### config.mk
export PLATFORM = sky130hd
export DESIGN_NAME = sha256_hash_core_flat
export DESIGN_NICKNAME = d
export VERILOG_FILES = /design/src/rtl/core/sha_pkg.sv /design/src/rtl/core/sha_in_if.sv /design/src/rtl/core/sha_out_if.sv /design/src/rtl/core/sha256_hash_core.sv /design/src/flat_wrapper.sv
export SDC_FILE = /design/constraint.sdc
export NUM_CORES = 2
export LEC_CHECK = 0
export CORE_MARGIN = 10
export CORE_UTILIZATION = 50
export DETAILED_ROUTE_END_ITERATION = 6
export DONT_BUFFER_PORTS = 1
export GPL_TIMING_DRIVEN = 0
export HOLD_SLACK_MARGIN = 0.1
export PLACE_DENSITY = 0.63
export SLEW_MARGIN = 0
export SYNTH_ARGS = -nofsm -noshare
export SYNTH_HDL_FRONTEND = slang
export SYNTH_SLANG_ARGS = --single-unit
### constraint.sdc
create_clock -name clk -period 55.8 [get_ports clk]
set_clock_uncertainty 0.1 [all_clocks]
set_input_delay 11.16 -clock clk [delete_from_list [all_inputs] [get_ports clk]]
set_output_delay 11.16 -clock clk [all_outputs]
set_load 0.005 [all_outputs]
### src/rtl/core/sha_pkg.sv
package sha_pkg;

  localparam int unsigned BLOCK_BITS = 512;
  localparam int unsigned ROUNDS     = 64;

  localparam logic [7:0] PAD_BYTE = 8'h80;

  localparam logic [31:0] INIT_CHAIN [8] = '{
    32'h6a09e667, 32'hbb67ae85, 32'h3c6ef372, 32'ha54ff53a,
    32'h510e527f, 32'h9b05688c, 32'h1f83d9ab, 32'h5be0cd19
  };

  localparam logic [31:0] ROUND_K [64] = '{
    32'h428a2f98, 32'h71374491, 32'hb5c0fbcf, 32'he9b5dba5,
    32'h3956c25b, 32'h59f111f1, 32'h923f82a4, 32'hab1c5ed5,
    32'hd807aa98, 32'h12835b01, 32'h243185be, 32'h550c7dc3,
    32'h72be5d74, 32'h80deb1fe, 32'h9bdc06a7, 32'hc19bf174,
    32'he49b69c1, 32'hefbe4786, 32'h0fc19dc6, 32'h240ca1cc,
    32'h2de92c6f, 32'h4a7484aa, 32'h5cb0a9dc, 32'h76f988da,
    32'h983e5152, 32'ha831c66d, 32'hb00327c8, 32'hbf597fc7,
    32'hc6e00bf3, 32'hd5a79147, 32'h06ca6351, 32'h14292967,
    32'h27b70a85, 32'h2e1b2138, 32'h4d2c6dfc, 32'h53380d13,
    32'h650a7354, 32'h766a0abb, 32'h81c2c92e, 32'h92722c85,
    32'ha2bfe8a1, 32'ha81a664b, 32'hc24b8b70, 32'hc76c51a3,
    32'hd192e819, 32'hd6990624, 32'hf40e3585, 32'h106aa070,
    32'h19a4c116, 32'h1e376c08, 32'h2748774c, 32'h34b0bcb5,
    32'h391c0cb3, 32'h4ed8aa4a, 32'h5b9cca4f, 32'h682e6ff3,
    32'h748f82ee, 32'h78a5636f, 32'h84c87814, 32'h8cc70208,
    32'h90befffa, 32'ha4506ceb, 32'hbef9a3f7, 32'hc67178f2
  };

  function automatic logic [31:0] big_sigma0(input logic [31:0] x);
    return {x[1:0], x[31:2]} ^ {x[12:0], x[31:13]} ^ {x[21:0], x[31:22]};
  endfunction

  function automatic logic [31:0] big_sigma1(input logic [31:0] x);
    return {x[5:0], x[31:6]} ^ {x[10:0], x[31:11]} ^ {x[24:0], x[31:25]};
  endfunction

  function automatic logic [31:0] small_sigma0(input logic [31:0] x);
    return {x[6:0], x[31:7]} ^ {x[17:0], x[31:18]} ^ {3'b000, x[31:3]};
  endfunction

  function automatic logic [31:0] small_sigma1(input logic [31:0] x);
    return {x[16:0], x[31:17]} ^ {x[18:0], x[31:19]} ^ {10'b0, x[31:10]};
  endfunction

endpackage

### src/rtl/core/sha_in_if.sv
interface sha_in_if;
  logic       valid;
  logic       ready;
  logic [7:0] data_byte;
  logic       byte_present;
  logic       final_item;

  modport source (output valid, output data_byte, output byte_present, output final_item,
                  input ready);
  modport sink (input valid, input data_byte, input byte_present, input final_item,
                output ready);
endinterface

### src/rtl/core/sha_out_if.sv
interface sha_out_if;
  logic        valid;
  logic        ready;
  logic [31:0] digest_word;
  logic [2:0]  word_index;
  logic        last_word;

  modport source (output valid, output digest_word, output word_index, output last_word,
                  input ready);
  modport sink (input valid, input digest_word, input word_index, input last_word,
                output ready);
endinterface

### src/rtl/core/sha256_hash_core.sv
// Channel     Direction  Transaction
// data_in     in         one message byte (optional) and the final mark
// digest_out  out        one 32-bit digest word, index and last mark
//
// Each message byte is shifted into the block buffer; every full 64-byte block then
// passes the shared round unit (64 rounds, one chaining add) before more bytes are taken.
// A final transaction adds padding and length bytes (up to 72), shifted in one by one,
// plus one or two compressions, then eight digest words from an output register.
// Reset is synchronous; data_in is ready only while waiting for a byte.
// A stalled digest_out holds the core in its output phase.
module sha256_hash_core (
  input  logic      clk,
  input  logic      rst,
  sha_in_if.sink    data_in,
  sha_out_if.source digest_out
);
  import sha_pkg::*;

  localparam logic [2:0] ST_LOAD = 3'd0;
  localparam logic [2:0] ST_PAD  = 3'd1;
  localparam logic [2:0] ST_COMP = 3'd2;
  localparam logic [2:0] ST_FIN  = 3'd3;
  localparam logic [2:0] ST_OUT  = 3'd4;

  logic [2:0]            state;
  logic [BLOCK_BITS-1:0] blk;
  logic [31:0]           chain [8];
  logic [31:0]           v [8];
  logic [5:0]            rnd;
  logic [5:0]            fill;
  logic [60:0]           byte_count;
  logic [63:0]           len_sh;
  logic                  pad_first;
  logic                  zero_blk;
  logic                  padding;
  logic                  last_blk;
  logic [2:0]            oidx;
  logic                  ovalid;
  logic [31:0]           oword;
  logic [2:0]            oindex;
  logic                  olast;

  logic        accept;
  logic [5:0]  fill_next;
  logic [60:0] byte_count_next;
  logic        len_byte;
  logic [7:0]  pad_byte;
  logic [31:0] t1;
  logic [31:0] t2;
  logic [31:0] w_new;

  assign data_in.ready          = (state == ST_LOAD);
  assign accept                 = data_in.valid && data_in.ready;
  assign digest_out.valid       = ovalid;
  assign digest_out.digest_word = oword;
  assign digest_out.word_index  = oindex;
  assign digest_out.last_word   = olast;

  always_comb begin
    fill_next       = data_in.byte_present ? fill + 6'd1 : fill;
    byte_count_next = data_in.byte_present ? byte_count + 61'd1 : byte_count;
    len_byte        = !pad_first && !zero_blk && (fill[5:3] == 3'b111);
    if (pad_first) begin
      pad_byte = PAD_BYTE;
    end else if (len_byte) begin
      pad_byte = len_sh[63:56];
    end else begin
      pad_byte = 8'h00;
    end
    t1 = v[7] + big_sigma1(v[4]) + ((v[4] & v[5]) ^ (~v[4] & v[6])) + ROUND_K[rnd]
         + blk[511:480];
    t2 = big_sigma0(v[0]) + ((v[0] & v[1]) ^ (v[0] & v[2]) ^ (v[1] & v[2]));
    w_new = blk[511:480] + small_sigma0(blk[479:448]) + blk[223:192]
            + small_sigma1(blk[63:32]);
  end

  always_ff @(posedge clk) begin
    if (rst) begin
      state      <= ST_LOAD;
      chain      <= INIT_CHAIN;
      rnd        <= '0;
      fill       <= '0;
      byte_count <= '0;
      pad_first  <= 1'b0;
      zero_blk   <= 1'b0;
      padding    <= 1'b0;
      last_blk   <= 1'b0;
      oidx       <= '0;
      ovalid     <= 1'b0;
    end else begin
      if (digest_out.ready && (state != ST_OUT)) begin
        ovalid <= 1'b0;
      end
      case (state)
        ST_LOAD: begin
          if (accept) begin
            if (data_in.byte_present) begin
              blk        <= {blk[BLOCK_BITS-9:0], data_in.data_byte};
              fill       <= fill_next;
              byte_count <= byte_count_next;
            end
            if (data_in.final_item) begin
              padding   <= 1'b1;
              pad_first <= 1'b1;
              last_blk  <= 1'b0;
              len_sh    <= {byte_count_next, 3'b000};
              zero_blk  <= (fill_next[5:3] == 3'b111);
            end
            if (data_in.byte_present && fill == 6'd63) begin
              v     <= chain;
              rnd   <= '0;
              state <= ST_COMP;
            end else if (data_in.final_item) begin
              state <= ST_PAD;
            end
          end
        end
        ST_PAD: begin
          blk       <= {blk[BLOCK_BITS-9:0], pad_byte};
          fill      <= fill + 6'd1;
          pad_first <= 1'b0;
          if (len_byte) begin
            len_sh <= {len_sh[55:0], 8'h00};
          end
          if (fill == 6'd63) begin
            v     <= chain;
            rnd   <= '0;
            state <= ST_COMP;
            if (zero_blk) begin
              zero_blk <= 1'b0;
            end else begin
              last_blk <= 1'b1;
            end
          end
        end
        ST_COMP: begin
          v[0] <= t1 + t2;
          v[1] <= v[0];
          v[2] <= v[1];
          v[3] <= v[2];
          v[4] <= v[3] + t1;
          v[5] <= v[4];
          v[6] <= v[5];
          v[7] <= v[6];
          blk  <= {blk[BLOCK_BITS-33:0], w_new};
          rnd  <= rnd + 6'd1;
          if (rnd == 6'(ROUNDS - 1)) begin
            state <= ST_FIN;
          end
        end
        ST_FIN: begin
          for (int i = 0; i < 8; i++) begin
            chain[i] <= chain[i] + v[i];
          end
          oidx <= '0;
          if (last_blk) begin
            state <= ST_OUT;
          end else if (padding) begin
            state <= ST_PAD;
          end else begin
            state <= ST_LOAD;
          end
        end
        ST_OUT: begin
          if (!ovalid || digest_out.ready) begin
            ovalid <= 1'b1;
            oword  <= chain[oidx];
            oindex <= oidx;
            olast  <= (oidx == 3'd7);
            oidx   <= oidx + 3'd1;
            if (oidx == 3'd7) begin
              chain      <= INIT_CHAIN;
              byte_count <= '0;
              fill       <= '0;
              padding    <= 1'b0;
              last_blk   <= 1'b0;
              state      <= ST_LOAD;
            end
          end
        end
        default: begin
          state <= ST_LOAD;
        end
      endcase
    end
  end

endmodule
### src/flat_wrapper.sv
// flat-port wrapper written by rule: the top's interface ports become plain ports
module sha256_hash_core_flat import sha_pkg::*;
  (clk, rst, data_in_valid, data_in_data_byte, data_in_byte_present, data_in_final_item, data_in_ready, digest_out_valid, digest_out_digest_word, digest_out_word_index, digest_out_last_word, digest_out_ready);
  sha_in_if data_in_i ();
  sha_out_if digest_out_i ();
  input  logic clk;
  input  logic rst;
  input wire logic [$bits(data_in_i.valid)-1:0] data_in_valid;
  input wire logic [$bits(data_in_i.data_byte)-1:0] data_in_data_byte;
  input wire logic [$bits(data_in_i.byte_present)-1:0] data_in_byte_present;
  input wire logic [$bits(data_in_i.final_item)-1:0] data_in_final_item;
  output wire logic [$bits(data_in_i.ready)-1:0] data_in_ready;
  output wire logic [$bits(digest_out_i.valid)-1:0] digest_out_valid;
  output wire logic [$bits(digest_out_i.digest_word)-1:0] digest_out_digest_word;
  output wire logic [$bits(digest_out_i.word_index)-1:0] digest_out_word_index;
  output wire logic [$bits(digest_out_i.last_word)-1:0] digest_out_last_word;
  input wire logic [$bits(digest_out_i.ready)-1:0] digest_out_ready;
  assign data_in_i.valid = data_in_valid;
  assign data_in_i.data_byte = data_in_data_byte;
  assign data_in_i.byte_present = data_in_byte_present;
  assign data_in_i.final_item = data_in_final_item;
  assign data_in_ready = data_in_i.ready;
  assign digest_out_valid = digest_out_i.valid;
  assign digest_out_digest_word = digest_out_i.digest_word;
  assign digest_out_word_index = digest_out_i.word_index;
  assign digest_out_last_word = digest_out_i.last_word;
  assign digest_out_i.ready = digest_out_ready;
  sha256_hash_core u_core (.clk(clk), .rst(rst), .data_in(data_in_i), .digest_out(digest_out_i));
endmodule
==> flow_summary.ini <==
[timing]
setup-tns-final_ns = 0
hold_viol_final = 0
worst_pin_slew_ns = 1.539
slew_headroom = -0.02577
setup_viol_count_final = 0
rsz0062_at_grt = false
period_share = 0.2721
max_freq_ghz = 0.06586
period_needed_ns = 15.18
final_max_slew_viol_count = 22

[synthesis]
synth-edff-count = 865
ys_top_cells_by_area = edfxtp_1 (33%), nand2_1 (11%), dfxtp_1 (8.6%)
avgSynthCellArea_sq_um = 8.999
ys_seq_area_frac = 0.4154
synth_seq_cells = 1205
syn_area_sq_um = 78910
synth_top_area_share = 0.3292
synthCells = 8769
synth_fp_nets = 9375
synthFlopType = edfxtp_1
yosysWarningCount = 0
async_flop_share = 0
synth.most_common_cell = nand2_1
synth_cell_types = 99
synth_top_cell_by_area = edfxtp_1
synthTopCellsByCount = nand2_1 (2411), edfxtp_1 (865), nor2_1 (515), clkbuf_1 (476), a21oi_1 (466)

[route]
drc = 4
drt_iter0_drc = 8355
avgViaCountPerCell = 6.109
dr_wl_met3_um = 28710
top_layer = met5
wl_met2_um = 131400
drt_wl_total_um = 302200
wl_met1_um = 121700
drtAntennaViolNets = 0
vias = 67960
drt_first_pass_iters = 7
wl_per_cell_um = 27.16

[die]
die_y_um = 417.3
die_w_um = 417.3
ios = 52
initial_core_util = 0.5040
core_area_sq_um = 156600
rows = 145
die_area_sq_um = 174100

[pwr]
p_total_mw = 2.111
power_density_nw_per_um2 = 24.33
power.leakage_nw = 34.98
power_frac_seq = 0.473
ir_drop_uv = 33.19
internal_power_mw = 1.572
power_switching_mw = 0.5388
clkPwrFrac = 0.444
combPwrFrac = 0.084
switching_share = 0.2552

[run_status]
status = finished, violations left
violations = design-rule violations, max-capacitance violations, max-slew violations

[worst_setup_path]
cp_slowest_cell = clkbuf_1
cpPeakStageDelay_ns = 1.04
end_kind = register
cp_max_fo = 30
critPathBufInv = 8
path_class = input port to register
worst_ep_required_time_ns = 56.23
reg2reg_from = u_core.rnd[0]$_SDFFE_PP0P_
cp-startpoint = rst
worstPathCellList = clkbuf_1 -> clkbuf_1 -> clkbuf_1 -> clkbuf_1 -> nor2_4 -> buf_12 -> buf_12 -> buf_16 -> buf_12
crit_family = buffers and inverters
worstSetupStartpointType = input port
arrival_ns = 15.62
cp_common_cell = clkbuf_1

[clock_tree]
cts-root-buf = clkbuf_16
cts_tree = built
clkTransAtPathRegs_ns = 0.06
h-tree-depth = 4
clock_path_buffers = 3
clock-sinks = 1205
tritoncts.num_buffers = 143
cts_setup_buffers = 0
clock_latency_ns = 0.80
cts.hold.buffers_added = 0
cts_resized = 0

[cells_and_area]
fill_cells = 14240
syn_to_final_growth_pct = 9.944
final_util = 0.5541
nets = 9553
layout-drive-gt1-share = 0.04578

[grt]
grt_pass1_vias = 64990
grt_start_max_net_pins = 37
antenna_found_initial = 10
grt_overflow = 0
track_usage = 0.3372
grt_pass1_wl_um = 435800

[hold_path]
worstHoldStart = u_core.padding$_SDFFE_PP0P_
hp-class = register to register

[flow_run]
cap_violations = 2

[placement]
hpwlAfterDp_um = 234600
io_buffers = 0
globalplace.congestion = 1.043
[final cells by class]
type	instances	area, sq um	share of cell area
Sequential cell	1205	32780	0.3778
Clock inverter	86	793.3	0.009143
Tap cell	2058	2575	0.02968
Inverter	307	1152	0.01328
Antenna cell	2	5.005	0.00005769
Timing Repair Buffer	33	683.2	0.007874
Buffer	516	1957	0.02255
Multi-Input combinational cell	6741	43070	0.4964
Clock buffer	177	3747	0.04319
[power groups by stage]
stage	Sequential, mW	Clock [mW]	Combinational [mW]
after floorplan	1.03	0	0.114
after global routing	0.999	0.979	0.192
after detailed placement	1.02	0	0.174
after CTS	0.997	0.944	0.175
after global placement	1.05	0	0.165
final	0.998	0.936	0.177
[per-stage QoR]
step	std cells	setup slack (ns)	hold WS, ns	cell area, sq um
2_1_floorplan	8769	21.17	0.3349	78910
3_3_place_gp	10830	10.31	0.3578	81490
3_5_place_dp	10860	40.03	0.3674	82210
4_1_cts	11120	40.86	0.3772	86750
5_1_grt	11120	40.80	0.3915	86760
6_report	11130	40.62	0.3793	86760
[cells by family after synthesis]
logic type / count (synthesis) / share of synthesized area
compound gates: 1745 / 0.1380
flops: 1205 / 0.4154
buf+inv: 823 / 0.03929
fa+ha+maj: 616 / 0.1155
xor+xnor: 610 / 0.06788
simple gates: 3623 / 0.1936
mux: 147 / 0.03032
[worst reg2reg max path: cells and delay by family (launching register included)]
kind	cells	cell delay, ns
and+or+nand+nor	5	1.00
xor gates and xnor gates	1	0.67
buffers and inverters	5	1.73
adders and majority gates	8	3.47
AOI/OAI and AO/OA	16	4.94
DFF	1	0.50
[state kept, by name, indices dropped and copies added (netlist names), 3 cells and up]
| name | count |
|---|---|
| u_core.blk | 512 |
| u_core.chain | 256 |
| u_core.v | 256 |
| u_core.byte_count | 61 |
| u_core.len_sh | 61 |
| u_core.digest_out.digest_word | 32 |
| u_core.fill | 6 |
| u_core.rnd | 6 |
| u_core.digest_out.word_index | 3 |
| u_core.oidx | 3 |
| u_core.state | 3 |
[worst paths after layout]
path / to / slack, ns / cells past startpoint
min reg2reg: u_core.padding$_SDFFE_PP0P_ / 0.38 / 2
min: u_core.padding$_SDFFE_PP0P_ / 0.38 / 2
max: u_core.v[235]$_DFFE_PP_ / 40.62 / 9
max reg2reg: u_core.v[253]$_DFFE_PP_ / 43.23 / 35
[per-layer routing]
layer	GRT usage	vias up
met5	0	-
met1	0.4434	32910
met2	0.5138	3480
met4	0.1898	6
met3	0.07390	800
li1	-	30770
[cells in the final DEF (no fill, tap or decap), types with 55 or more instances in the layout]
cell       instances
nand2b_1         140
and3_1            56
edfxtp_1         865
clkbuf_1         500
xnor2_1          416
o22ai_1           73
o21ai_0          458
clkbuf_16        144
mux4_2            70
nor3_1           108
o21a_1            61
nand2_1         2411
nor2_1           512
inv_1            305
fa_1             195
a22oi_1           74
a21oi_1          466
ha_1             397
o21bai_1          55
a21o_1           188
xor2_1           193
nand3_1          127
dfxtp_1          340
Note: power is estimated with default switching activity, not from simulation.
